**config.mk**
```make
export PLATFORM = sky130hd
export DESIGN_NAME = zone_dwell_trigger
export DESIGN_NICKNAME = d
export VERILOG_FILES = /design/src/zdt_pkg.sv /design/src/zdt_front.sv /design/src/zdt_fifo.sv /design/src/zdt_back.sv /design/src/zone_dwell_trigger.sv
export SDC_FILE = /design/constraint.sdc
export NUM_CORES = 1
export LEC_CHECK = 0
export BUFFER_PORTS_ARGS = -buffer_cell sky130_fd_sc_hd__buf_2
export CORE_ASPECT_RATIO = 1.1
export CORE_MARGIN = 3
export CORE_UTILIZATION = 57
export CTS_BUF_LIST = sky130_fd_sc_hd__clkbuf_16
export DETAILED_ROUTE_END_ITERATION = 16
export GPL_TIMING_DRIVEN = 0
export PLACE_DENSITY = 0.78
export SLEW_MARGIN = 20
export SYNTH_ARGS = -nofsm -noshare
export SYNTH_HDL_FRONTEND = slang
export SYNTH_HIERARCHICAL = 1
export SYNTH_SLANG_ARGS = --single-unit
```
**constraint.sdc**
```tcl
create_clock -name clk -period 5 [get_ports clk]
set_input_delay 0.75 -clock clk [delete_from_list [all_inputs] [get_ports clk]]
set_output_delay 0.75 -clock clk [all_outputs]
set_load 0.01 [all_outputs]
```
**src/zdt_pkg.sv**
```systemverilog
`timescale 1ns / 1ps
// ----------------------------------------------------------------------------
// zdt_pkg
// Shared types and constants of the zone dwell trigger: register indexes,
// zone box layout and the records passed between the front, queue and back.
// ----------------------------------------------------------------------------
package zdt_pkg;

  localparam int NUM_ZONES_DEF = 4;
  localparam int BOX_REGS      = 4;
  localparam int FIFO_DEPTH    = 2;
  localparam int ZONE_W        = 2;
  localparam int COORD_W       = 16;
  localparam int TIME_W        = 32;
  localparam int DWELL_W       = 16;
  localparam int COUNT_W       = 3;
  localparam int BOX_W         = 64;
  localparam int CFG_IDX_W     = 3;

  localparam logic [DWELL_W-1:0] DWELL_RESET = 16'd1000;

  localparam logic [CFG_IDX_W-1:0] CFG_ZONE_COUNT = 3'd0;
  localparam logic [CFG_IDX_W-1:0] CFG_BOX_BASE   = 3'd1;
  localparam logic [CFG_IDX_W-1:0] CFG_DWELL      = 3'd5;

  // Classified detection, written by the front into the queue.
  typedef struct packed {
    logic              hit;
    logic [ZONE_W-1:0] zone;
    logic [TIME_W-1:0] time_ms;
  } cls_t;

  // One result transaction.
  typedef struct packed {
    logic              tracking;
    logic [ZONE_W-1:0] zone_id;
    logic              trigger;
  } res_t;

endpackage

```
**src/zdt_front.sv**
```systemverilog
`timescale 1ns / 1ps
// ----------------------------------------------------------------------------
// zdt_front
// Classifies one detection: finds the lowest-numbered active zone whose box
// contains the point, in parallel over all zones.
// ----------------------------------------------------------------------------
module zdt_front #(
  parameter int NUM_ZONES = zdt_pkg::NUM_ZONES_DEF
) (
  input  logic                                    present,
  input  logic signed [zdt_pkg::COORD_W-1:0]      pos_x,
  input  logic signed [zdt_pkg::COORD_W-1:0]      pos_y,
  input  logic [zdt_pkg::TIME_W-1:0]              time_ms,
  input  logic [zdt_pkg::COUNT_W-1:0]             zone_count,
  input  logic [NUM_ZONES-1:0][zdt_pkg::BOX_W-1:0] boxes,
  output zdt_pkg::cls_t                           cls
);

  logic [NUM_ZONES-1:0] match;

  always_comb begin
    logic signed [zdt_pkg::COORD_W:0]   dx;
    logic signed [zdt_pkg::COORD_W:0]   dy;
    logic        [zdt_pkg::COORD_W:0]   ax;
    logic        [zdt_pkg::COORD_W:0]   ay;
    logic signed [zdt_pkg::COORD_W+1:0] hw;
    logic signed [zdt_pkg::COORD_W+1:0] hh;
    for (int i = 0; i < NUM_ZONES; i++) begin
      dx = $signed({pos_x[15], pos_x}) - $signed({boxes[i][15], boxes[i][15:0]});
      dy = $signed({pos_y[15], pos_y}) - $signed({boxes[i][31], boxes[i][31:16]});
      ax = dx[zdt_pkg::COORD_W] ? 17'(-dx) : 17'(dx);
      ay = dy[zdt_pkg::COORD_W] ? 17'(-dy) : 17'(dy);
      hw = $signed({{2{boxes[i][47]}}, boxes[i][47:32]});
      hh = $signed({{2{boxes[i][63]}}, boxes[i][63:48]});
      match[i] = (zone_count > zdt_pkg::COUNT_W'(i)) &&
                 ($signed({1'b0, ax}) <= hw) && ($signed({1'b0, ay}) <= hh);
    end
  end

  always_comb begin
    cls.hit     = 1'b0;
    cls.zone    = '0;
    cls.time_ms = time_ms;
    for (int i = NUM_ZONES - 1; i >= 0; i--) begin
      if (match[i]) begin
        cls.hit  = present;
        cls.zone = zdt_pkg::ZONE_W'(i);
      end
    end
  end

endmodule

```
**src/zdt_fifo.sv**
```systemverilog
`timescale 1ns / 1ps
// ----------------------------------------------------------------------------
// zdt_fifo
// Short queue of classified detections between the front and the back.
// ----------------------------------------------------------------------------
module zdt_fifo (
  input  logic          clk,
  input  logic          rst_n,
  input  logic          push,
  input  zdt_pkg::cls_t wr_data,
  output logic          full,
  input  logic          pop,
  output logic          not_empty,
  output zdt_pkg::cls_t rd_data
);

  localparam int DEPTH = zdt_pkg::FIFO_DEPTH;
  localparam int PTR_W = (DEPTH > 1) ? $clog2(DEPTH) : 1;
  localparam int CNT_W = $clog2(DEPTH + 1);

  zdt_pkg::cls_t    mem [DEPTH];
  logic [PTR_W-1:0] wr_ptr_r;
  logic [PTR_W-1:0] rd_ptr_r;
  logic [CNT_W-1:0] cnt_r;
  logic [CNT_W-1:0] cnt_nxt;

  assign full      = (cnt_r == CNT_W'(DEPTH));
  assign not_empty = (cnt_r != '0);
  assign rd_data   = mem[rd_ptr_r];

  always_comb begin
    cnt_nxt = cnt_r;
    if (push && !pop) begin
      cnt_nxt = cnt_r + 1'b1;
    end else if (pop && !push) begin
      cnt_nxt = cnt_r - 1'b1;
    end
  end

  always_ff @(posedge clk) begin
    if (push) begin
      mem[wr_ptr_r] <= wr_data;
    end
  end

  always_ff @(posedge clk) begin
    if (!rst_n) begin
      wr_ptr_r <= '0;
      rd_ptr_r <= '0;
      cnt_r    <= '0;
    end else begin
      cnt_r <= cnt_nxt;
      if (push) begin
        wr_ptr_r <= (wr_ptr_r == PTR_W'(DEPTH - 1)) ? '0 : wr_ptr_r + 1'b1;
      end
      if (pop) begin
        rd_ptr_r <= (rd_ptr_r == PTR_W'(DEPTH - 1)) ? '0 : rd_ptr_r + 1'b1;
      end
    end
  end

  a_cnt_bound: assert property (@(posedge clk) disable iff (!rst_n)
    cnt_r <= CNT_W'(DEPTH))
    else $error("queue count above depth");

  a_cnt_push: assert property (@(posedge clk) disable iff (!rst_n)
    (push && !pop) |=> (cnt_r == $past(cnt_r) + 1'b1))
    else $error("queue count did not follow a push");

endmodule

```
**src/zdt_back.sv**
```systemverilog
`timescale 1ns / 1ps
// ----------------------------------------------------------------------------
// zdt_back
// Tracking state machine: updates the tracked zone and entry time for each
// classified detection and holds the result in an output register.
// ----------------------------------------------------------------------------
module zdt_back (
  input  logic                         clk,
  input  logic                         rst_n,
  input  logic                         q_valid,
  input  zdt_pkg::cls_t                q_data,
  output logic                         q_pop,
  input  logic [zdt_pkg::DWELL_W-1:0]  dwell_ms,
  output logic                         res_valid,
  input  logic                         res_ready,
  output zdt_pkg::res_t                res
);

  logic                        tv_r;
  logic                        tv_nxt;
  logic [zdt_pkg::ZONE_W-1:0]  tz_r;
  logic [zdt_pkg::ZONE_W-1:0]  tz_nxt;
  logic [zdt_pkg::TIME_W-1:0]  et_r;
  logic [zdt_pkg::TIME_W-1:0]  et_nxt;
  logic                        valid_r;
  zdt_pkg::res_t               res_r;
  zdt_pkg::res_t               res_nxt;
  logic [zdt_pkg::TIME_W-1:0]  elapsed;

  assign q_pop     = q_valid && (!valid_r || res_ready);
  assign res_valid = valid_r;
  assign res       = res_r;
  assign elapsed   = q_data.time_ms - et_r;

  always_comb begin
    tv_nxt          = tv_r;
    tz_nxt          = tz_r;
    et_nxt          = et_r;
    res_nxt.trigger = 1'b0;
    if (!q_data.hit) begin
      tv_nxt = 1'b0;
      tz_nxt = '0;
    end else if (!tv_r || (tz_r != q_data.zone)) begin
      tv_nxt = 1'b1;
      tz_nxt = q_data.zone;
      et_nxt = q_data.time_ms;
    end else if (elapsed >= {16'd0, dwell_ms}) begin
      res_nxt.trigger = 1'b1;
      tv_nxt          = 1'b0;
      tz_nxt          = '0;
    end
    res_nxt.tracking = tv_nxt;
    res_nxt.zone_id  = res_nxt.trigger ? q_data.zone : (tv_nxt ? tz_nxt : '0);
  end

  always_ff @(posedge clk) begin
    if (!rst_n) begin
      tv_r    <= 1'b0;
      tz_r    <= '0;
      et_r    <= '0;
      valid_r <= 1'b0;
    end else begin
      if (q_pop) begin
        tv_r    <= tv_nxt;
        tz_r    <= tz_nxt;
        et_r    <= et_nxt;
        valid_r <= 1'b1;
      end else if (res_ready) begin
        valid_r <= 1'b0;
      end
    end
  end

  always_ff @(posedge clk) begin
    if (q_pop) begin
      res_r <= res_nxt;
    end
  end

  a_idle_zone: assert property (@(posedge clk) disable iff (!rst_n)
    !tv_r |-> (tz_r == '0))
    else $error("tracked zone not cleared while idle");

  a_trig_clears: assert property (@(posedge clk) disable iff (!rst_n)
    (q_pop && res_nxt.trigger) |=> (!tv_r && valid_r && !res_r.tracking))
    else $error("trigger did not clear tracking");

endmodule

```
**src/zone_dwell_trigger.sv**
```systemverilog
`timescale 1ns / 1ps
// ----------------------------------------------------------------------------
// zone_dwell_trigger
// Region-of-interest dwell detector: raises a trigger once a detection has
// stayed in one rectangular zone for the programmed dwell time.
//
//   Channel  Direction  Handshake          Payload
//   in_      slave      tvalid / tready    tuser: present; tdata: x, y, time
//   out_     master     tvalid / tready    tdata: trigger, zone_id, tracking
//   cfg_     slave      valid / ready      index, 64-bit data
//
// One transaction per cycle is sustained while out_tready is high; a result
// passes through the queue write and the output register of the back end.
// The front classifies all zones in parallel in the accepting cycle.
// Reset is synchronous and needs no clearing pass; cfg_ready is always high.
// A stalled output fills the two-entry queue, after which in_tready drops.
// ----------------------------------------------------------------------------
module zone_dwell_trigger #(
  parameter int NUM_ZONES = zdt_pkg::NUM_ZONES_DEF
) (
  input  logic                            clk,
  input  logic                            rst_n,
  input  logic                            in_tvalid,
  output logic                            in_tready,
  // [15:0] pos_x, [31:16] pos_y, [63:32] time_ms
  input  logic [63:0]                     in_tdata,
  // [0] present
  input  logic                            in_tuser,
  output logic                            out_tvalid,
  input  logic                            out_tready,
  // [0] trigger, [2:1] zone_id, [3] tracking, [7:4] zero
  output logic [7:0]                      out_tdata,
  input  logic                            cfg_valid,
  output logic                            cfg_ready,
  input  logic [zdt_pkg::CFG_IDX_W-1:0]   cfg_index,
  input  logic [zdt_pkg::BOX_W-1:0]       cfg_data
);

  localparam int ZONES_USED = (NUM_ZONES < zdt_pkg::BOX_REGS) ? NUM_ZONES
                                                              : zdt_pkg::BOX_REGS;

  logic [zdt_pkg::COUNT_W-1:0]              zone_count_r;
  logic [ZONES_USED-1:0][zdt_pkg::BOX_W-1:0] box_r;
  logic [zdt_pkg::DWELL_W-1:0]              dwell_r;
  zdt_pkg::cls_t                            cls;
  zdt_pkg::cls_t                            q_data;
  zdt_pkg::res_t                            res;
  logic                                     q_full;
  logic                                     q_valid;
  logic                                     q_pop;
  logic                                     in_acc;

  assign cfg_ready = 1'b1;
  assign in_tready = !q_full;
  assign in_acc    = in_tvalid && !q_full;
  assign out_tdata = {4'd0, res};

  always_ff @(posedge clk) begin
    if (!rst_n) begin
      zone_count_r <= '0;
      box_r        <= '0;
      dwell_r      <= zdt_pkg::DWELL_RESET;
    end else if (cfg_valid) begin
      case (cfg_index)
        zdt_pkg::CFG_ZONE_COUNT: begin
          zone_count_r <= cfg_data[zdt_pkg::COUNT_W-1:0];
        end
        zdt_pkg::CFG_DWELL: begin
          dwell_r <= cfg_data[zdt_pkg::DWELL_W-1:0];
        end
        default: begin
          for (int i = 0; i < ZONES_USED; i++) begin
            if (cfg_index == zdt_pkg::CFG_BOX_BASE + zdt_pkg::CFG_IDX_W'(i)) begin
              box_r[i] <= cfg_data;
            end
          end
        end
      endcase
    end
  end

  zdt_front #(
    .NUM_ZONES (ZONES_USED)
  ) u_front (
    .present    (in_tuser),
    .pos_x      (in_tdata[15:0]),
    .pos_y      (in_tdata[31:16]),
    .time_ms    (in_tdata[63:32]),
    .zone_count (zone_count_r),
    .boxes      (box_r),
    .cls        (cls)
  );

  zdt_fifo u_fifo (
    .clk       (clk),
    .rst_n     (rst_n),
    .push      (in_acc),
    .wr_data   (cls),
    .full      (q_full),
    .pop       (q_pop),
    .not_empty (q_valid),
    .rd_data   (q_data)
  );

  zdt_back u_back (
    .clk       (clk),
    .rst_n     (rst_n),
    .q_valid   (q_valid),
    .q_data    (q_data),
    .q_pop     (q_pop),
    .dwell_ms  (dwell_r),
    .res_valid (out_tvalid),
    .res_ready (out_tready),
    .res       (res)
  );

endmodule
```
After elaboration in Yosys (flattened, before gate mapping) --
Memory sizes are Yosys's and may differ from the RTL's. A register that Yosys moved wholly into a read port is not among the register bits. Cells that the tools add are included.
Word-level totals: output and inout port bits 11, bits in latches 0, logic and storage cells 123, ROM bits 0, RAM bits 70, register bits after elaboration 319, input port bits 137, memories kept 1
Memory list:
- u_fifo.mem | words 2, width 35, rd ports 1, clocked after memory_dff 1, write ports 1, RTL line zdt_fifo.sv:21 | zdt_pkg::cls_t mem [DEPTH];
Cells by class: multiply operators 0, order comparisons 13, $add $sub $neg 21, mux-type cells 33, shift operators 0, divide/modulo/power cells 0, reductions and logical operators 31, bitwise logic cells 1, equal/unequal tests 7
Operators with widths (number):
- $le 18x16->1 | 8
- $mux 17 | 8
- $neg 17->17 | 8
- $sub 16x16->17 | 8
- $ge 32x16->1 | 1
- $sub 32x32->32 | 1
- $reduce_and 3->1 | 5
- $mux 1 | 14
- $mux 2 | 7
- $logic_and 1x1->1 | 12
- $mux 3 | 4
- $eq 3x2->1 const B | 2
- $eq 3x3->1 const B | 2
- $gt 3x1->1 const B | 2
- $gt 3x2->1 const B | 2
- $reduce_bool 2->1 | 3
- $logic_not 1->1 | 5
- $reduce_and 2->1 | 2
- $eq 3x1->1 const B | 1
- $logic_not 3->1 | 1
- $add 1x1->1 const B | 2
- $add 2x1->2 const B | 1
- $eq 2x2->1 const B | 1
- $logic_or 1x1->1 | 2
- 4 further kinds | 4

Depth between registers and ports, before layout --
word-level depth 10, gate-level depth with buffers 26

Cells and area by module --
The synthesis kept the hierarchy.
Modules (own cells, without submodules):
- zdt_front | times used 1, area each 12545.8 µm², seq. area each 0.0 µm², cells an instance 1811
- zone_dwell_trigger | times used 1, area each 10113.4 µm², seq. area each 5505.3 µm², cells an instance 979
- zdt_back | times used 1, area each 3817.4 µm², seq. area each 840.8 µm², cells an instance 529
- zdt_fifo | times used 1, area each 2756.4 µm², seq. area each 2202.1 µm², cells an instance 131

Worst setup path before layout --
Ideal clock, no wire load.
path kind in2reg, start in in_tdata[0], end mem u_fifo/mem[0][33] (netlist bit) (data pin), data arrival time 5.152 ns, cell stages on the path 25, setup slack -0.302 ns, cells stage by stage inv_1 -> ha_1 -> fa_1 -> nand2b_1 -> a211oi_1 -> or2_2 -> a41oi_1 -> o21ai_0 -> o21ai_0 -> nand3_1 -> and2_1 -> clkbuf_1 -> nor2_1 -> xor2_1 -> ha_1 -> a21o_1 -> a21o_1 -> a211oi_1 -> o21ai_0 -> a211oi_1 -> a41oi_1 -> nor4_1 -> o21ai_0 -> o21bai_1 -> nor2b_1
RTL lines:
- from (decl) | RTL line zone_dwell_trigger.sv:26 | input logic [63:0] in_tdata,
- to (decl) | RTL line zdt_fifo.sv:21

==> impl_metrics.xml <==
<?xml version="1.0" encoding="UTF-8"?>
<metrics>
  <group name="layout">
    <metric name="area_growth_from_synthesis_to_layout" unit="%">17.3</metric>
    <metric name="filler_cell_count" unit="">3912</metric>
    <metric name="fin_util" unit="%">68.1</metric>
    <metric name="multi_input_area" unit="um2">20000</metric>
    <metric name="final_non_filler_cell_area" unit="um2">34300</metric>
    <metric name="drive_above_1_share" unit="%">17.5</metric>
    <metric name="regArea" unit="um2">8550</metric>
    <metric name="layout.nets" unit="">4154</metric>
  </group>
  <group name="clocking">
    <metric name="tritoncts.num_buffers" unit="">42</metric>
    <metric name="max-clock-path-buffers" unit="">3</metric>
    <metric name="htreeDepth" unit="">2</metric>
    <metric name="clkSlewWorstSetupHoldPaths" unit="ns">0.06</metric>
    <metric name="clockRootBuffer" unit="">sky130_fd_sc_hd__clkbuf_16</metric>
    <metric name="worst_skew_pair_latency" unit="ns">0.58</metric>
    <metric name="cts.sinks" unit="">390</metric>
    <metric name="tritoncts" unit="">done</metric>
  </group>
  <group name="power">
    <metric name="switching_power" unit="mW">4.40</metric>
    <metric name="cellInternalPower" unit="mW">7.45</metric>
    <metric name="power_frac_comb" unit="%">43.0</metric>
    <metric name="totalPowerFinal" unit="mW">11.8</metric>
    <metric name="areal_power_density_over_the_cells" unit="nW/um2">346</metric>
    <metric name="seq_power_share" unit="%">29.9</metric>
    <metric name="ir_drop" unit="uV">277</metric>
    <metric name="reported_leakage_power" unit="nW">14.4</metric>
    <metric name="switching_share" unit="%">37.2</metric>
    <metric name="power_frac_clock" unit="%">27.0</metric>
  </group>
  <group name="run_status">
    <metric name="failed_checks" unit="">setup timing</metric>
    <metric name="run_status" unit="">finished with violations</metric>
  </group>
  <group name="logic_synthesis">
    <metric name="synth_area_leader_cell" unit="">sky130_fd_sc_hd__dfxtp_1</metric>
    <metric name="synth-edff-count" unit="">74</metric>
    <metric name="post_synth_inst_count" unit="">3450</metric>
    <metric name="syn_area" unit="um2">29200</metric>
    <metric name="ys_seq_area_share" unit="%">29.2</metric>
    <metric name="netlist_cell_types" unit="">99</metric>
    <metric name="ys.flop_type" unit="">sky130_fd_sc_hd__dfxtp_1</metric>
    <metric name="ys_ff_latch" unit="">390</metric>
    <metric name="synth_top_area_share" unit="%">21.6</metric>
    <metric name="synth_warnings" unit="">6</metric>
    <metric name="synthArstFlopShare" unit="%">0</metric>
    <metric name="synth.top_cells.by_count" unit="">sky130_fd_sc_hd__nand2_1, sky130_fd_sc_hd__inv_1, sky130_fd_sc_hd__dfxtp_1</metric>
    <metric name="synth.top_cells.by_area" unit="">sky130_fd_sc_hd__dfxtp_1, sky130_fd_sc_hd__ha_1, sky130_fd_sc_hd__mux2i_1</metric>
    <metric name="synth_area_per_cell" unit="um2">8.47</metric>
    <metric name="yosys.cell_count.top_type" unit="">sky130_fd_sc_hd__nand2_1</metric>
  </group>
  <group name="setup_path">
    <metric name="worstPathMaxFanout" unit="">4</metric>
    <metric name="worst_path_largest_cell_delay" unit="ns">0.54</metric>
    <metric name="path_class" unit="">primary input to flip-flop</metric>
    <metric name="critPathRequiredTime" unit="ns">5.42</metric>
    <metric name="start_kind" unit="">primary input</metric>
    <metric name="ff2ff_setup_slack" unit="ns">-0.06</metric>
    <metric name="cp_data_arrival_time" unit="ns">5.52</metric>
    <metric name="crit_chain" unit="">buf_6 &gt; clkinvlp_4 &gt; ha_4 &gt; inv_2 &gt; fa_2 &gt; xnor2_2 &gt; buf_4 &gt; nand2_4 &gt; or4_4 &gt; or3_4 &gt; or4_4 &gt; nand2_2 &gt; xnor2_2 &gt; ha_1 &gt; o21ai_2 &gt; a21oi_2 &gt; a211oi_4 &gt; a41oi_4 &gt; nor4_4 &gt; o21ai_2 &gt; nor3_2 &gt; o21a_1</metric>
    <metric name="critical-path-slowest-cell" unit="">sky130_fd_sc_hd__or4_4</metric>
    <metric name="worstSetupEndpointType" unit="">flip-flop</metric>
  </group>
  <group name="sta">
    <metric name="hold-worst-slack" unit="ns">0.358</metric>
    <metric name="post-route-min-period" unit="ns">5.10</metric>
    <metric name="fmaxAchievable" unit="GHz">0.196</metric>
    <metric name="timing.final.crit_share" unit="%">102</metric>
    <metric name="tightestPinTransition" unit="ns">0.880</metric>
    <metric name="setup_slack" unit="ns">-0.0981</metric>
    <metric name="maxSlewViolCount" unit="">0</metric>
    <metric name="fin_tns_setup" unit="ns">-0.454</metric>
    <metric name="fin_worst_skew" unit="ns">0.0142</metric>
    <metric name="setup_viol_count_final" unit="">6</metric>
    <metric name="hold_violations" unit="">0</metric>
    <metric name="timing.slew.headroom" unit="%">40.9</metric>
    <metric name="setup_repair_after_global_routing_missed_its_margin" unit="">true</metric>
  </group>
  <group name="place">
    <metric name="hpwlAfterDp" unit="um">63800</metric>
    <metric name="port_buffers" unit="">110</metric>
    <metric name="gp_congestion" unit="">0.952</metric>
    <metric name="placed_area" unit="um2">30700</metric>
  </group>
  <group name="route">
    <metric name="drtPass1Iterations" unit="">5</metric>
    <metric name="routed-via-count" unit="">26057</metric>
    <metric name="final_antenna_net_count" unit="">0</metric>
    <metric name="detailedRoute.firstIterationViolations" unit="">2061</metric>
    <metric name="wl" unit="um">86600</metric>
    <metric name="wl_per_cell" unit="um">19.7</metric>
    <metric name="vias_per_cell" unit="">5.94</metric>
    <metric name="drt_drc_violations_left" unit="">0</metric>
  </group>
  <group name="hold_path">
    <metric name="worst_hold_path_type" unit="">primary input to flip-flop</metric>
  </group>
  <group name="global_route">
    <metric name="grt.overflow.total" unit="">0</metric>
    <metric name="grt_util_all_layers" unit="%">29.4</metric>
    <metric name="first_global_vias" unit="">24310</metric>
    <metric name="largest_net_degree_at_the_start_of_global_routing" unit="">21</metric>
    <metric name="initial_antenna_violation_count" unit="">3</metric>
    <metric name="grt_pass1_wl" unit="um">127000</metric>
  </group>
  <group name="die">
    <metric name="pin_count" unit="">148</metric>
    <metric name="starting_density_of_the_core" unit="%">58.1</metric>
    <metric name="die_height" unit="um">244</metric>
    <metric name="num_rows" unit="">86</metric>
    <metric name="fp.dieArea" unit="um2">54000</metric>
    <metric name="core-area" unit="um2">50400</metric>
    <metric name="die_width" unit="um">222</metric>
  </group>
  <group name="run">
    <metric name="max_cap_viol_count" unit="">0</metric>
  </group>
</metrics>
[metal layers]
metal	routed length (um)	vias to the layer above	track usage [%]
li1	-	12433	-
met1	35600	12417	37.0
met2	41100	933	49.5
met3	5180	270	4.18
met4	4650	4	14.4
met5	31	-	0
[worst max-delay path: cells and delay by family]
family	cells	cell delay, ns
xor+xnor	2	0.30
fa+ha+maj	3	0.91
simple gates	7	2.13
compound gates	6	0.99
buf+inv	4	0.42
[kinds of logic (layout without fill, tap and decap cells)]
| logic type | after synthesis | after routing | synth area share [%] |
|---|---|---|---|
| muxes | 318 | 318 | 11.1 |
| adders and majority gates | 321 | 321 | 14.0 |
| xor gates and xnor gates | 238 | 238 | 7.16 |
| and+or+nand+nor | 1045 | 1045 | 16.7 |
| AOI/OAI and AO/OA | 644 | 644 | 14.4 |
| buffers and inverters | 492 | 764 | 7.45 |
| DFF | 390 | 390 | 29.2 |
| other | 2 | 6 | 0.0257 |
[path summary, 6_finish.rpt]
check	startpoint	to	depth (start not counted)
worst max-delay path	in_tdata[16]	u_fifo/mem[1][32]	22
worst min-delay path	in_tdata[55]	u_fifo/mem[1][23]	1
worst max register to register	box_r[208]	u_fifo/mem[1][32]	20
worst min register to register	u_back/et_r[9]	u_back/et_r[9]	2
[stage by stage]
stage | setup slack [ns] | instances
global route | -0.229 | 4385
detailed placement | -1.39 | 4225
CTS | 0.00145 | 4325
floorplan | 0.00356 | 3453
global placement | -1.34 | 4223
finish | -0.0981 | 4386
[area by class of cell]
cell class,count,share of cell area [%]
clock buffers,43,3.14
flip-flops and latches,390,24.9
repair buffers,202,3.87
multi-input cells,2571,58.3
plain buffers,141,2.66
well taps,660,2.41
inverters,348,3.84
diodes,1,0.00730
clock inverters,30,0.880
[layout by cell type (no fill, tap or decap), types with 74 or more instances in the layout]
master | synthesis | routed
sky130_fd_sc_hd__nand2_1 | 553 | 547
sky130_fd_sc_hd__inv_1 | 347 | 344
sky130_fd_sc_hd__dfxtp_1 | 316 | 315
sky130_fd_sc_hd__ha_1 | 312 | 299
sky130_fd_sc_hd__mux2i_1 | 280 | 280
sky130_fd_sc_hd__a21oi_1 | 204 | 181
sky130_fd_sc_hd__buf_4 | 62 | 148
sky130_fd_sc_hd__xnor2_1 | 152 | 132
sky130_fd_sc_hd__nor2_1 | 136 | 125
sky130_fd_sc_hd__buf_2 | 10 | 116
sky130_fd_sc_hd__o21ai_0 | 113 | 84
sky130_fd_sc_hd__a21o_1 | 84 | 83
sky130_fd_sc_hd__xor2_1 | 85 | 76
sky130_fd_sc_hd__edfxtp_1 | 74 | 74
[state kept, by name, summed over array words and instances, names as in the netlist, 2 cells and up, named ones only]
register / cells
box_r: 256
u_back/tz_r: 2
u_fifo/mem: 70
zone_count_r: 3
dwell_r: 16
u_back/res: 4
u_fifo/cnt_r: 2
u_back/et_r: 32
[power groups by stage]
stage | clock network (mW) | logic (mW) | registers, mW
after floorplan | 0 | 3.36 | 3.59
after global placement | 0 | 4.32 | 3.61
after detailed placement | 0 | 4.42 | 3.61
after CTS | 3.23 | 4.58 | 3.54
after global routing | 3.36 | 5.56 | 3.56
final | 3.20 | 5.10 | 3.55
[what timing repair did]
| action | in CTS | in global routing |
|---|---|---|
| pin swaps | 51 | 135 |
| setup endpoints to repair | 10 | 11 |
| buffers inserted | 29 | 62 |
| gates resized for setup | 95 | 228 |
| hold buffers | 0 | 0 |
Note: power is estimated with default switching activity, not from simulation.
